`config.mk`:
```
export PLATFORM = sky130hd
export DESIGN_NAME = motor_position_drive
export DESIGN_NICKNAME = d
export VERILOG_FILES = /design/src/hw/rtl/mpd_pkg.sv /design/src/hw/rtl/mpd_ctrl.sv /design/src/hw/rtl/mpd_datapath.sv /design/src/hw/rtl/motor_position_drive.sv
export VERILOG_INCLUDE_DIRS = /design/src /design/src/hw/rtl
export SDC_FILE = /design/constraint.sdc
export NUM_CORES = 1
export LEC_CHECK = 0
export BUFFER_PORTS_ARGS = -buffer_cell sky130_fd_sc_hd__buf_2
export CAP_MARGIN = 15
export CORE_UTILIZATION = 58
export CTS_BUF_LIST = sky130_fd_sc_hd__clkbuf_4
export CTS_CLUSTER_SIZE = 28
export DETAILED_ROUTE_END_ITERATION = 16
export PLACE_DENSITY = 0.77
export SLEW_MARGIN = 20
export SYNTH_ARGS = -nofsm -noshare
export SYNTH_HDL_FRONTEND = slang
export SYNTH_HIERARCHICAL = 1
export SYNTH_SLANG_ARGS = --single-unit
export TNS_END_PERCENT = 5
```
`constraint.sdc`:
```
create_clock -name clk -period 6.25 [get_ports clk]
set_clock_uncertainty 0.05 [all_clocks]
set_input_delay 0.9375 -clock clk [delete_from_list [all_inputs] [get_ports clk]]
set_output_delay 0.9375 -clock clk [all_outputs]
set_load 0.01 [all_outputs]
```
`src/hw/rtl/motor_position_drive_assert.svh`:
```
// ----------------------------------------------------------------------------
// Assertion macros for the motor position drive
// Shared forms for concurrent checks on the block's own clock and reset.
// ----------------------------------------------------------------------------
`ifndef MOTOR_POSITION_DRIVE_ASSERT_SVH
`define MOTOR_POSITION_DRIVE_ASSERT_SVH

// The consequent must hold in the same cycle as the antecedent.
`define MPD_ASSERT_SAME(lbl, ante, cons, msg) \
	lbl: assert property (@(posedge clk) disable iff (!arst_n) (ante) |-> (cons)) \
		else $error(msg);

// The consequent must hold in the cycle after the antecedent.
`define MPD_ASSERT_NEXT(lbl, ante, cons, msg) \
	lbl: assert property (@(posedge clk) disable iff (!arst_n) (ante) |=> (cons)) \
		else $error(msg);

`endif

```
`src/hw/rtl/mpd_pkg.sv`:
```
// ----------------------------------------------------------------------------
// Motor position drive package
// Register indexes, codes, constants and shared types of the drive block.
// ----------------------------------------------------------------------------
package mpd_pkg;

	// Configuration port geometry.
	localparam int CFG_IDX_W  = 3;
	localparam int CFG_DATA_W = 31;

	// Register indexes.
	localparam logic [CFG_IDX_W-1:0] REG_FB_CLOSED  = 3'd0;
	localparam logic [CFG_IDX_W-1:0] REG_FB_OPEN    = 3'd1;
	localparam logic [CFG_IDX_W-1:0] REG_MAX_ON     = 3'd2;
	localparam logic [CFG_IDX_W-1:0] REG_FB_PRESENT = 3'd3;
	localparam logic [CFG_IDX_W-1:0] REG_INVERT     = 3'd4;
	localparam logic [CFG_IDX_W-1:0] REG_PWM_CAP    = 3'd5;
	localparam logic [CFG_IDX_W-1:0] REG_TOLERANCE  = 3'd6;
	localparam logic [CFG_IDX_W-1:0] REG_MIN_DUTY   = 3'd7;

	// Item function codes.
	localparam logic [1:0] FUNC_FAST = 2'd0;
	localparam logic [1:0] FUNC_SLOW = 2'd1;
	localparam logic [1:0] FUNC_CMD  = 2'd2;

	// Pin drive source codes.
	localparam logic [1:0] LVL_INACT = 2'd0;
	localparam logic [1:0] LVL_ACT   = 2'd1;
	localparam logic [1:0] LVL_DUTY  = 2'd2;

	// Fixed values.
	localparam logic [10:0] FB_FULL         = 11'd1024;
	localparam logic [30:0] DEFAULT_ON_TIME = 31'd10000;
	localparam logic [7:0]  POS_MID         = 8'd127;
	localparam logic [7:0]  DUTY_FULL       = 8'd255;
	localparam int          PERMIT_W        = 4;
	localparam logic [PERMIT_W-1:0] PERMIT_MAX = 4'd15;

	// floor(51*e/5) for e up to 255 equals (e*51*13108) >> 16.
	localparam logic [19:0] F25_MULT  = 20'd668508;
	localparam int          F25_SHIFT = 16;

	// Divider: eight quotient bits, two per cycle.
	localparam int DIV_BITS_PER_CYCLE = 2;
	localparam int DIV_CNT_W          = 2;
	localparam logic [DIV_CNT_W-1:0] DIV_LAST = 2'd3;

	// Configuration register file contents.
	typedef struct packed {
		logic [10:0] fb_closed;
		logic [10:0] fb_open;
		logic [30:0] max_on_time;
		logic        fb_present;
		logic        invert;
		logic [1:0]  pwm_cap;
		logic [7:0]  tolerance;
		logic [7:0]  min_duty;
	} cfg_t;

	// Commands from the controller to the datapath.
	typedef struct packed {
		logic accept;
		logic prep;
		logic div_step;
		logic eval;
		logic mul;
		logic fin;
		logic push;
	} ctrl_cmd_t;

	// Status from the datapath to the controller.
	typedef struct packed {
		logic poll_go;
	} dp_status_t;

	// One result item.
	typedef struct packed {
		logic       drive_changed;
		logic [7:0] up_drive;
		logic [7:0] down_drive;
		logic       target_reached;
		logic       timed_out;
		logic       accepted;
	} result_t;

endpackage

```
`src/hw/rtl/mpd_ctrl.sv`:
```
// ----------------------------------------------------------------------------
// Motor position drive controller
// Sequences motion polls through setup, division, evaluation and delivery.
// ----------------------------------------------------------------------------
module mpd_ctrl
	import mpd_pkg::*;
(
	input  logic       clk,
	input  logic       arst_n,
	input  logic       in_valid,
	output logic       in_ready,
	output logic       out_valid,
	input  logic       out_ready,
	input  dp_status_t status,
	output ctrl_cmd_t  cmd
);

	localparam logic [2:0] ST_IDLE = 3'd0;
	localparam logic [2:0] ST_PREP = 3'd1;
	localparam logic [2:0] ST_DIV  = 3'd2;
	localparam logic [2:0] ST_EVAL = 3'd3;
	localparam logic [2:0] ST_MUL  = 3'd4;
	localparam logic [2:0] ST_FIN  = 3'd5;
	localparam logic [2:0] ST_PUSH = 3'd6;

	logic [2:0]           state_q;
	logic [2:0]           state_d;
	logic [DIV_CNT_W-1:0] cnt_q;
	logic                 out_valid_q;
	logic                 slot_free;

	assign in_ready  = (state_q == ST_IDLE);
	assign out_valid = out_valid_q;
	assign slot_free = !out_valid_q || out_ready;

	// Commands decoded from the current state.
	always_comb begin
		cmd          = '0;
		cmd.accept   = in_ready && in_valid;
		cmd.prep     = (state_q == ST_PREP);
		cmd.div_step = (state_q == ST_DIV);
		cmd.eval     = (state_q == ST_EVAL);
		cmd.mul      = (state_q == ST_MUL);
		cmd.fin      = (state_q == ST_FIN);
		cmd.push     = (state_q == ST_PUSH) && slot_free;
	end

	// Next state.
	always_comb begin
		state_d = state_q;
		unique case (state_q)
			ST_IDLE: begin
				if (in_valid) begin
					state_d = status.poll_go ? ST_PREP : ST_PUSH;
				end
			end
			ST_PREP: state_d = ST_DIV;
			ST_DIV: begin
				if (cnt_q == DIV_LAST) begin
					state_d = ST_EVAL;
				end
			end
			ST_EVAL: state_d = ST_MUL;
			ST_MUL:  state_d = ST_FIN;
			ST_FIN:  state_d = ST_PUSH;
			ST_PUSH: begin
				if (slot_free) begin
					state_d = ST_IDLE;
				end
			end
			default: state_d = ST_IDLE;
		endcase
	end

	// State, iteration count and output valid flag.
	always_ff @(posedge clk or negedge arst_n) begin
		if (!arst_n) begin
			state_q     <= ST_IDLE;
			cnt_q       <= '0;
			out_valid_q <= 1'b0;
		end else begin
			state_q <= state_d;
			if (state_q == ST_DIV) begin
				cnt_q <= cnt_q + 1'b1;
			end else begin
				cnt_q <= '0;
			end
			if (cmd.push) begin
				out_valid_q <= 1'b1;
			end else if (out_ready) begin
				out_valid_q <= 1'b0;
			end
		end
	end

	`include "motor_position_drive_assert.svh"

	// A result enters the output register only when that register is free.
	`MPD_ASSERT_SAME(a_push_slot_free, cmd.push, slot_free, "push into a full output register")

	// A pushed result is offered in the next cycle.
	`MPD_ASSERT_NEXT(a_push_valid, cmd.push, out_valid_q, "pushed result not offered")

	// An item with no motion work goes straight to delivery.
	`MPD_ASSERT_NEXT(a_short_path, in_valid && in_ready && !status.poll_go, state_q == ST_PUSH,
		"short item did not go to delivery")

	// The divider hands over to evaluation after its last step.
	`MPD_ASSERT_NEXT(a_div_exit, state_q == ST_DIV && cnt_q == DIV_LAST, state_q == ST_EVAL,
		"divider did not finish on its last cycle")

endmodule

```
`src/hw/rtl/mpd_datapath.sv`:
```
// ----------------------------------------------------------------------------
// Motor position drive datapath
// Move state, feedback scaling divider, error evaluation and pin drive levels.
// ----------------------------------------------------------------------------
module mpd_datapath
	import mpd_pkg::*;
#(
	parameter int unsigned MOVE_QUOTA = 2
) (
	input  logic        clk,
	input  logic        arst_n,
	input  cfg_t        cfg,
	input  logic [1:0]  func,
	input  logic [7:0]  target_value,
	input  logic        off_request,
	input  logic [9:0]  feedback_sample,
	input  logic [31:0] now_ms,
	input  ctrl_cmd_t   cmd,
	output dp_status_t  status,
	output result_t     result
);

	// Move state.
	logic                move_req_q;
	logic                in_prog_q;
	logic [31:0]         start_q;
	logic [PERMIT_W-1:0] permit_q;
	logic [7:0]          target_q;
	logic                off_q;

	// Item payload.
	logic [9:0]  sample_q;
	logic [31:0] now_q;

	// Divider and evaluation registers.
	logic [17:0] rem_q;
	logic [17:0] dsh_q;
	logic [7:0]  quo_q;
	logic        neg_q;
	logic        sat_q;
	logic        timeout_q;
	logic [7:0]  e_q;
	logic        stop_q;
	logic [1:0]  up_code_q;
	logic [1:0]  dn_code_q;
	logic        sel51_q;
	logic        rev_q;
	logic        lo_zero_q;
	logic [11:0] f25_q;

	result_t res_q;
	result_t out_q;

	// Combinational values.
	logic [10:0]        cl_eff;
	logic [10:0]        op_eff;
	logic signed [11:0] s_diff;
	logic signed [11:0] d_diff;
	logic [10:0]        s_abs;
	logic [10:0]        d_abs;
	logic [18:0]        n_full;
	logic [31:0]        elapsed;
	logic [30:0]        lim;
	logic               timeout_d;
	logic [17:0]        rem_d;
	logic [17:0]        dsh_d;
	logic [7:0]         quo_d;
	logic [7:0]         pos;
	logic [7:0]         tgt;
	logic signed [9:0]  dif;
	logic signed [9:0]  tol_s;
	logic signed [9:0]  magn;
	logic               below;
	logic               above;
	logic [1:0]         up_code_d;
	logic [1:0]         dn_code_d;
	logic               sel51_d;
	logic               rev_d;
	logic               lo_zero_d;
	logic [27:0]        f25_prod;
	logic [10:0]        five_e;
	logic [11:0]        base;
	logic signed [12:0] vsig;
	logic [7:0]         lo;
	logic [7:0]         duty;
	logic [7:0]         act;
	logic [7:0]         inact;
	logic [7:0]         up_lvl;
	logic [7:0]         dn_lvl;

	function automatic logic [31:0] nonzero_time(input logic [31:0] t);
		nonzero_time = (t == 32'd0) ? 32'd1 : t;
	endfunction

	assign result = out_q;

	// A fast poll moves only with a request and a move in progress or a permit.
	assign status.poll_go = (func == FUNC_FAST) && move_req_q &&
		(in_prog_q || (permit_q != '0));

	// Effective feedback endpoints and the signed terms of the linear map.
	always_comb begin
		op_eff  = (cfg.fb_open > FB_FULL) ? 11'd0 : cfg.fb_open;
		cl_eff  = (cfg.fb_closed > FB_FULL) ? FB_FULL : cfg.fb_closed;
		s_diff  = $signed({2'b00, sample_q}) - $signed({1'b0, cl_eff});
		d_diff  = $signed({1'b0, op_eff}) - $signed({1'b0, cl_eff});
		s_abs   = s_diff[11] ? 11'(-s_diff) : s_diff[10:0];
		d_abs   = d_diff[11] ? 11'(-d_diff) : d_diff[10:0];
		n_full  = {s_abs, 8'b0} - {8'b0, s_abs};
	end

	// On-time limit check against the running timer.
	always_comb begin
		elapsed   = now_q - start_q;
		lim       = (cfg.max_on_time == '0) ? DEFAULT_ON_TIME : cfg.max_on_time;
		timeout_d = (start_q != 32'd0) && (elapsed >= {1'b0, lim});
	end

	// Two restoring division steps per cycle.
	always_comb begin
		rem_d = rem_q;
		dsh_d = dsh_q;
		quo_d = quo_q;
		for (int k = 0; k < DIV_BITS_PER_CYCLE; k++) begin
			if (rem_d >= dsh_d) begin
				rem_d = rem_d - dsh_d;
				quo_d = {quo_d[6:0], 1'b1};
			end else begin
				quo_d = {quo_d[6:0], 1'b0};
			end
			dsh_d = dsh_d >> 1;
		end
	end

	// Position, signed error and the pin drive plan.
	always_comb begin
		if (!cfg.fb_present) begin
			pos = POS_MID;
		end else if (op_eff == cl_eff) begin
			pos = 8'd0;
		end else if (neg_q) begin
			pos = 8'd0;
		end else if (sat_q) begin
			pos = DUTY_FULL;
		end else begin
			pos = quo_q;
		end
		tgt   = off_q ? 8'd0 : target_q;
		dif   = timeout_q ? 10'sd0 : ($signed({2'b00, tgt}) - $signed({2'b00, pos}));
		tol_s = $signed({2'b00, cfg.tolerance});
		below = dif < -tol_s;
		above = dif > tol_s;
		magn  = below ? -dif : dif;

		up_code_d = LVL_INACT;
		dn_code_d = LVL_INACT;
		sel51_d   = 1'b0;
		rev_d     = cfg.invert;
		lo_zero_d = 1'b0;
		if (below) begin
			if (cfg.pwm_cap[0]) begin
				up_code_d = LVL_DUTY;
			end else if (cfg.pwm_cap[1]) begin
				up_code_d = LVL_ACT;
				dn_code_d = LVL_DUTY;
				rev_d     = !cfg.invert;
			end else begin
				up_code_d = LVL_ACT;
			end
		end else if (above) begin
			if (cfg.pwm_cap[1]) begin
				dn_code_d = LVL_DUTY;
				sel51_d   = 1'b1;
			end else if (cfg.pwm_cap[0]) begin
				dn_code_d = LVL_ACT;
				up_code_d = LVL_DUTY;
				rev_d     = !cfg.invert;
				lo_zero_d = 1'b1;
			end else begin
				dn_code_d = LVL_ACT;
			end
		end
	end

	// Scaled error for the 25-step map.
	assign f25_prod = 28'(e_q) * 28'(F25_MULT);

	// Duty value, reversal and clamp, then the pin levels.
	always_comb begin
		five_e = {1'b0, e_q, 2'b00} + {3'b000, e_q};
		base   = sel51_q ? {1'b0, five_e} : f25_q;
		vsig   = rev_q ? (13'sd255 - $signed({1'b0, base})) : $signed({1'b0, base});
		lo     = lo_zero_q ? 8'd0 : cfg.min_duty;
		if (vsig < $signed({5'b00000, lo})) begin
			duty = lo;
		end else if (vsig > 13'sd255) begin
			duty = DUTY_FULL;
		end else begin
			duty = vsig[7:0];
		end
		act   = cfg.invert ? 8'd0 : DUTY_FULL;
		inact = cfg.invert ? DUTY_FULL : 8'd0;
		unique case (up_code_q)
			LVL_ACT:  up_lvl = act;
			LVL_DUTY: up_lvl = duty;
			default:  up_lvl = inact;
		endcase
		unique case (dn_code_q)
			LVL_ACT:  dn_lvl = act;
			LVL_DUTY: dn_lvl = duty;
			default:  dn_lvl = inact;
		endcase
	end

	// Move state: command latch, permit take and end of move.
	always_ff @(posedge clk or negedge arst_n) begin
		if (!arst_n) begin
			move_req_q <= 1'b0;
			in_prog_q  <= 1'b0;
			start_q    <= 32'd0;
			permit_q   <= PERMIT_W'(MOVE_QUOTA);
			target_q   <= 8'd0;
			off_q      <= 1'b0;
		end else if (cmd.accept) begin
			if (func == FUNC_CMD) begin
				move_req_q <= 1'b1;
				off_q      <= off_request;
				if (!off_request) begin
					target_q <= target_value;
				end
				if (start_q != 32'd0) begin
					start_q <= nonzero_time(now_ms);
				end
			end else if (status.poll_go && !in_prog_q) begin
				in_prog_q <= 1'b1;
				permit_q  <= permit_q - 1'b1;
			end
		end else if (cmd.fin) begin
			if (stop_q) begin
				start_q    <= 32'd0;
				move_req_q <= 1'b0;
				in_prog_q  <= 1'b0;
				if (permit_q != PERMIT_MAX) begin
					permit_q <= permit_q + 1'b1;
				end
			end else if (start_q == 32'd0) begin
				start_q <= nonzero_time(now_q);
			end
		end
	end

	// Payload, divider and evaluation registers.
	always_ff @(posedge clk) begin
		if (cmd.accept) begin
			sample_q <= feedback_sample;
			now_q    <= now_ms;
			// Only the accepted flag is set in a command or short-path result.
			res_q    <= {19'd0, (func == FUNC_CMD)};
		end
		if (cmd.prep) begin
			rem_q     <= n_full[17:0];
			dsh_q     <= {d_abs, 7'b0};
			quo_q     <= 8'd0;
			neg_q     <= s_diff[11] ^ d_diff[11];
			sat_q     <= n_full >= {d_abs, 8'b0};
			timeout_q <= timeout_d;
		end
		if (cmd.div_step) begin
			rem_q <= rem_d;
			dsh_q <= dsh_d;
			quo_q <= quo_d;
		end
		if (cmd.eval) begin
			e_q       <= magn[7:0];
			stop_q    <= !below && !above;
			up_code_q <= up_code_d;
			dn_code_q <= dn_code_d;
			sel51_q   <= sel51_d;
			rev_q     <= rev_d;
			lo_zero_q <= lo_zero_d;
		end
		if (cmd.mul) begin
			f25_q <= f25_prod[F25_SHIFT+11:F25_SHIFT];
		end
		if (cmd.fin) begin
			res_q.drive_changed  <= 1'b1;
			res_q.up_drive       <= up_lvl;
			res_q.down_drive     <= dn_lvl;
			res_q.target_reached <= stop_q;
			res_q.timed_out      <= stop_q && timeout_q;
			res_q.accepted       <= 1'b0;
		end
		if (cmd.push) begin
			out_q <= res_q;
		end
	end

endmodule

```
`src/hw/rtl/motor_position_drive.sv`:
```
// ----------------------------------------------------------------------------
// Motor position drive
// Drives a two-pin motor toward a target position from position feedback.
// ----------------------------------------------------------------------------
// Usage: items enter on the in channel (in_valid/in_ready) and every item
// gives exactly one result on the out channel (out_valid/out_ready); each
// transfer completes when valid and ready are both high at a clock edge.
// Command items latch a target or an off request; fast polls move the motor
// and report the pin drives. Slow polls and idle polls return all zeros.
// Order: a command or a poll without motion work goes from its transfer
// straight to the delivery step and the output register; a poll that
// drives the motor first passes setup, the feedback divider (two quotient
// bits per cycle), evaluation, the duty multiply and the final update.
// A new item is taken only after the last has entered the output register,
// even while that result still waits. Reset: all move state clears, the
// permit counter loads MOVE_QUOTA and the registers take their defaults.
// Configuration is written through cfg_write/cfg_index/cfg_data; the user
// must write it only while the block is idle; the block does not enforce it.
// Stall: while out_ready is low the result holds in the output register;
// a following item runs up to its delivery step and waits there.
// ----------------------------------------------------------------------------
module motor_position_drive
	import mpd_pkg::*;
#(
	parameter int unsigned MOVE_QUOTA = 2
) (
	input  logic                  clk,
	input  logic                  arst_n,
	input  logic                  cfg_write,
	input  logic [CFG_IDX_W-1:0]  cfg_index,
	input  logic [CFG_DATA_W-1:0] cfg_data,
	input  logic                  in_valid,
	output logic                  in_ready,
	input  logic [1:0]            func,
	input  logic [7:0]            target_value,
	input  logic                  off_request,
	input  logic [9:0]            feedback_sample,
	input  logic [31:0]           now_ms,
	output logic                  out_valid,
	input  logic                  out_ready,
	output logic                  drive_changed,
	output logic [7:0]            up_drive,
	output logic [7:0]            down_drive,
	output logic                  target_reached,
	output logic                  timed_out,
	output logic                  accepted
);

	cfg_t       cfg_q;
	ctrl_cmd_t  cmd;
	dp_status_t status;
	result_t    result;

	// Configuration register file.
	always_ff @(posedge clk or negedge arst_n) begin
		if (!arst_n) begin
			cfg_q.fb_closed   <= FB_FULL;
			cfg_q.fb_open     <= 11'd0;
			cfg_q.max_on_time <= DEFAULT_ON_TIME;
			cfg_q.fb_present  <= 1'b0;
			cfg_q.invert      <= 1'b0;
			cfg_q.pwm_cap     <= 2'd0;
			cfg_q.tolerance   <= 8'd5;
			cfg_q.min_duty    <= 8'd0;
		end else if (cfg_write) begin
			unique case (cfg_index)
				REG_FB_CLOSED:  cfg_q.fb_closed   <= cfg_data[10:0];
				REG_FB_OPEN:    cfg_q.fb_open     <= cfg_data[10:0];
				REG_MAX_ON:     cfg_q.max_on_time <= cfg_data[30:0];
				REG_FB_PRESENT: cfg_q.fb_present  <= cfg_data[0];
				REG_INVERT:     cfg_q.invert      <= cfg_data[0];
				REG_PWM_CAP:    cfg_q.pwm_cap     <= cfg_data[1:0];
				REG_TOLERANCE:  cfg_q.tolerance   <= cfg_data[7:0];
				REG_MIN_DUTY:   cfg_q.min_duty    <= cfg_data[7:0];
				default:        cfg_q.min_duty    <= cfg_q.min_duty;
			endcase
		end
	end

	mpd_ctrl u_ctrl (
		.clk       (clk),
		.arst_n    (arst_n),
		.in_valid  (in_valid),
		.in_ready  (in_ready),
		.out_valid (out_valid),
		.out_ready (out_ready),
		.status    (status),
		.cmd       (cmd)
	);

	mpd_datapath #(
		.MOVE_QUOTA (MOVE_QUOTA)
	) u_datapath (
		.clk             (clk),
		.arst_n          (arst_n),
		.cfg             (cfg_q),
		.func            (func),
		.target_value    (target_value),
		.off_request     (off_request),
		.feedback_sample (feedback_sample),
		.now_ms          (now_ms),
		.cmd             (cmd),
		.status          (status),
		.result          (result)
	);

	// Result fields to ports.
	assign drive_changed  = result.drive_changed;
	assign up_drive       = result.up_drive;
	assign down_drive     = result.down_drive;
	assign target_reached = result.target_reached;
	assign timed_out      = result.timed_out;
	assign accepted       = result.accepted;

endmodule
```
### Yosys cells after proc, flatten, opt, wreduce, memory -nomap -nowiden

Index checks and enable logic that the tools add are counted.
Widths: inputs -> output; s select.

| storage, ports and cells | value |
|---|---|
| register bits after elaboration | 283 |
| bits of input ports | 92 |
| output and inout port bits | 22 |
| logic and storage cells | 231 |

| operators by class | value |
|---|---|
| add/subtract/negate cells | 16 |
| $mul | 1 |
| $lt $le $gt $ge | 10 |
| equality and inequality tests | 28 |
| mux-type cells | 80 |
| bitwise operators | 3 |
| reduce and logical (&&, ||, !) cells | 47 |

Operators by type and width:

| operator | count |
|---|---|
| $mux 32 | 8 |
| $mux 8 | 13 |
| $logic_not 32->1 | 3 |
| $mux 18 | 4 |
| $mux 11 | 4 |
| $mux 19 | 2 |
| $ge 32x31->1 | 1 |
| $mux 16 | 2 |
| $pmux 8 s2 | 2 |
| $reduce_bool 32->1 | 1 |
| $sub 32x32->32 | 1 |
| $logic_not 31->1 | 1 |
| $mux 31 | 1 |
| $mul 8x18->26 const B | 1 |
| $mux 4 | 6 |
| $gt 11x11->1 const B | 2 |
| $mux 2 | 11 |
| $neg 11->11 | 2 |
| $eq 3x3->1 const B | 7 |
| $pmux 3 s7 | 1 |
| $ge 19x19->1 | 1 |
| $mux 1 | 19 |
| $sub 19x11->19 | 1 |
| $ge 18x17->1 | 1 |
| 45 further kinds | 90 |

### Longest topological paths before layout

| depth | value |
|---|---|
| depth in word-level cells | 10 |
| mapped depth | 29 |
| depth with buffers taken out | 26 |

### Hierarchy

Netlist, hierarchy kept.

By module, submodules not included:

| module | instances | cells each | area each (um^2) | seq. area each (um^2) |
|---|---|---|---|---|
| mpd_datapath | 1 | 1950 | 18383.9 | 5851.9 |
| motor_position_drive | 1 | 163 | 2990.4 | 1836.8 |
| mpd_ctrl | 1 | 37 | 354.1 | 150.1 |

### Least setup slack after synthesis

Ideal clock, no wire load.

| timing | value |
|---|---|
| path type | register -> register |
| from | register cfg_q[72] in the netlist's numbering |
| to | register u_datapath.sat_q, data pin |
| library setup time | 0.169 ns |
| arrival | 5.976 ns |
| data required time | 6.031 ns |
| path slack | 0.055 ns |
| stages on the path, launching flop included | 25 |
| buffers on the path | 1 |
| clock period less this slack | 6.195 ns |
| cell sequence | dfstp_2 clkinv_1 nand2_1 ha_1 buf_4 a21o_1 a31oi_1 o21ai_0 a21oi_1 xnor2_1 or3_1 o31ai_1 xnor2_1 ha_1 nand4_1 a2111oi_0 a21oi_1 or3_1 and4b_1 xnor2_1 ha_1 nand4_1 or4_1 or4b_1 o31ai_1 |

| between the ends | value |
|---|---|
| cells in the longest elaborated chain, start to end | 7 |
| elaborated cells on any way between the ends | 10 |
| those cells by class | add/sub (5); order compare (2); mux (3) |

Ends and longest elaborated chain:

| item | line | text |
|---|---|---|
| start: declaration | motor_position_drive.sv:49 | `cfg_t cfg_q;` |
| $gt 11x11->1 | mpd_datapath.sv:104 | `cl_eff = (cfg.fb_closed > FB_FULL) ? FB_FULL : cfg.fb_closed;` |
| $mux 11 * | mpd_datapath.sv:104 |  |
| $sub 10x11->12 | mpd_datapath.sv:105 | `s_diff = $signed({2'b00, sample_q}) - $signed({1'b0, cl_eff});` |
| $neg 11->11 | mpd_datapath.sv:107 | `s_abs = s_diff[11] ? 11'(-s_diff) : s_diff[10:0];` |
| $mux 11 | mpd_datapath.sv:107 |  |
| $sub 19x11->19 | mpd_datapath.sv:109 | `n_full = {s_abs, 8'b0} - {8'b0, s_abs};` |
| $ge 19x19->1 * | mpd_datapath.sv:265 | `sat_q <= n_full >= {d_abs, 8'b0};` |
| end signal: assignment | mpd_datapath.sv:265 |  |
| end: declaration | mpd_datapath.sv:40 | `logic sat_q;` |

Every way passes the cells marked *; elsewhere a longest branch is shown, timed or not.
A chain may end at the register's enable or synchronous reset.

### Worst setup path after layout

Ends and elaborated chain as after synthesis.

==> results by group <==
Clocking
  – # hold bufs at CTS: 0
  – Sink Count: roughly 280
  – Maximum buffer depth of the clock tree: 3
  – H-tree Lvls: 3
  – Clock transition at path regs: ~70 ps
  – Root Driver: clkbuf_4
  – Worst-Skew Late Latency: a little under 800 ps
  – Num CTS Buffers: 75
  – CTS tree: built

STA
  – Setup WS post-layout: ~240 ps
  – Fin Setup TNS: 0 ps
  – Fin crit share: 0.961
  – Final setup fails: 0
  – Min Tclk post-route: 6010 ps
  – Measured slew at the worst slew-check pin: 1060 ps
  – Final hold violations: 0
  – Slew Limit Fails: 0
  – Rel. slew slack: 0.294
  – FMAX: around 0.17 GHz

Cells and area
  – Commonest non-fill, non-tap cell in the layout: ha_1
  – Commonest cells after routing, fill and taps aside: ha_1 (242), nor2_1 (196), inv_1 (194)
  – Layout cells sized above 1: 0.201
  – Nets: between 2000 and 3000
  – Area grow syn2layout: 11.8%

Floorplan
  – Die area: around 38000 um^2
  – Die height: between 150 and 200 um
  – Top-level port count: about 110
  – Chip width: around 200 um
  – Core area: around 37000 um^2
  – # rows: 70
  – Starting density of the core: 0.592

Run
  – Number of max-cap violations: 0

Logic synthesis
  – Dominant synthesized flop cell: edfxtp_1
  – Count of cell types in the netlist: 94
  – Synth top area share: 0.211
  – Synth Instances: between 2000 and 2500
  – Number of synthesized flops with an enable pin: between 150 and 200
  – Cell Area, Synth: 21700 um^2
  – FF+latch count, synth: between 200 and 300
  – Synthesis warning total: 6
  – Ys async rst share: 0.445
  – Post-synthesis sequential area ratio: 0.361
  – Synth area leaders: edfxtp_1 (21%), ha_1 (14%), dfrtp_1 (13%)
  – Post-Syn Nets: ~2500
  – Syn_area_per_cell: just over 10 um^2
  – Synth area leader: edfxtp_1

Global routing
  – First-pass GRT wire length: between 80 and 90 mm
  – Initial antenna violation count: 5
  – Total track usage: 0.279
  – Largest net degree at the start of global routing: 77
  – Number of global-route vias before repair: 17396
  – Grt ovf: 0

Detailed routing
  – Routed via count: ~17000
  – Drc violations: 0
  – Iter 0 DRT Violations: 1056
  – Via/cell ratio: about 6
  – TritonRoute pass-1 iters: 5
  – Wire per inst: ~18 um
  – Post-route ant nets: 0
  – Drt total wl: a little over 50 mm

Setup path
  – Data arrival, critical path: 6530 ps
  – Critical Path RT: 6770 ps
  – Delay-heaviest family, CP: simple AND/OR/NAND/NOR gates
  – Critical path endpoint category: register
  – Max stage delay cell, worst path: dfstp_2
  – Critical setup path kind: reg2reg
  – CP Buf/Inv Count: 4
  – CP Launch Type: register
  – Crit-path max FO: 7
  – Critical Path, Cell by Cell: inv_2 -> buf_4 -> nand2_1 -> ha_4 -> nand2_1 -> a211o_1 -> buf_4 -> a21oi_4 -> o2111ai_4 -> o31ai_2 -> xnor2_1 -> inv_1 -> ha_1 -> nand4_1 -> a2111oi_2 -> a21oi_1 -> or3_4 -> and4b_1 -> xnor2_1 -> ha_1 -> nand4_1 -> or4_1 -> or4b_1 -> o31ai_2
  – Critical Path Max Stage Delay: between 500 and 600 ps

Worst hold path
  – Min-delay worst type: in2async

Placement
  – Port buffer count: approximately 110
  – HPWL after detailed placement: 40.4 mm
  – Place WS: -101 ps
  – Gp weighted congestion: about 0.9

Status
  – Status: finished clean
-- metal layers --
metal | share of wire | vias up | global-route usage
met5 | 0.00025 | - | 0
met4 | 0.022 | 2 | 0.0889
met3 | 0.060 | 82 | 0.0496
met1 | 0.44 | 8258 | 0.366
li1 | - | 8232 | -
met2 | 0.48 | 528 | 0.469
-- Yosys cell counts (all sizes together), types with 12 or more instances --
cell type / n
inv: 196
nor3: 41
nand2: 89
nor2: 199
clkbuf: 31
o21a: 43
buf: 20
xnor2: 103
a22oi: 31
a211oi: 13
nor2b: 41
o21ai: 87
and2: 28
ha: 244
mux2: 108
mux2i: 32
a31oi: 13
or2: 12
o21bai: 12
nand2b: 27
a21o: 51
nor4: 38
dfrtp: 117
xor2: 41
a21oi: 148
edfxtp: 153
fa: 41
nand3: 19
nand4: 28
-- repair_timing --
action	CTS	global route
pin swaps	1	14
setup endpoints to repair	1	20
gates resized for setup	4	34
buffers inserted	1	6
-- cell families after synthesis --
family          after synthesis  share of synthesized area
simple gates                569                      0.132
fa+ha+maj                   285                      0.178
compound gates              481                      0.145
xor+xnor                    144                     0.0593
flops                       283                      0.361
mux                         140                     0.0759
buf+inv                     248                     0.0480
-- final timing paths --
check | slack, ps | cells after the start | startpoint | endpoint
worst max-delay path | 240 | 24 | cfg_q[72] | u_datapath/sat_q
worst min-delay path | 170 | 1 | arst_n | u_datapath/start_q[25]
worst max register to register | 240 | 24 | cfg_q[72] | u_datapath/sat_q
worst min register to register | 360 | 0 | u_datapath/res_q[3] | u_datapath/result[3]
max in group asynchronous | 4840 | 2 | arst_n | u_ctrl/cnt_q[0]
min in group clk | 310 | 1 | now_ms[12] | u_datapath/now_q[12]
-- area by class of cell --
type	count	area, um^2
inverters	197	739
diodes	4	10.0
clock buffers	115	863
fillers	2886	12400
repair buffers	178	1060
flip-flops and latches	283	7840
well taps	468	586
clock inverters	22	160
multi-input cells	1619	13000
-- worst register-to-register path: cells and delay by family, from the launching register on --
family / cells / cell delay (ps)
adder cells (fa/ha/maj): 3 / 780
XOR/XNOR: 2 / 330
AO/OA/AOI/OAI: 7 / 1620
AND/OR/NAND/NOR: 8 / 2020
flip-flops: 1 / 580
buffers and inverters: 4 / 500
-- state kept, by name, indices dropped and copies added (netlist names), 4 cells and up --
name,flops
u_datapath/target_q,8
u_datapath/f25_q,12
u_datapath/result,20
u_datapath/res_q,20
u_datapath/permit_q,4
cfg_q,73
u_datapath/e_q,8
u_datapath/dsh_q,18
u_datapath/sample_q,10
u_datapath/rem_q,18
u_datapath/quo_q,8
u_datapath/start_q,32
u_datapath/now_q,32
-- per-stage QoR --
step                cell area, um^2  cells  hold slack (ps)   util
finish                        24300   2886              168  0.662
global route                  24300   2883              156  0.662
CTS                           24100   2876              225  0.657
detailed placement            23000   2738              355  0.628
global placement              23000   2738              353  0.628
floorplan                     21700   2150              350      -
Power is not shown: default switching activity piles up to over one toggle a cycle in this logic, so the estimate is an artifact.
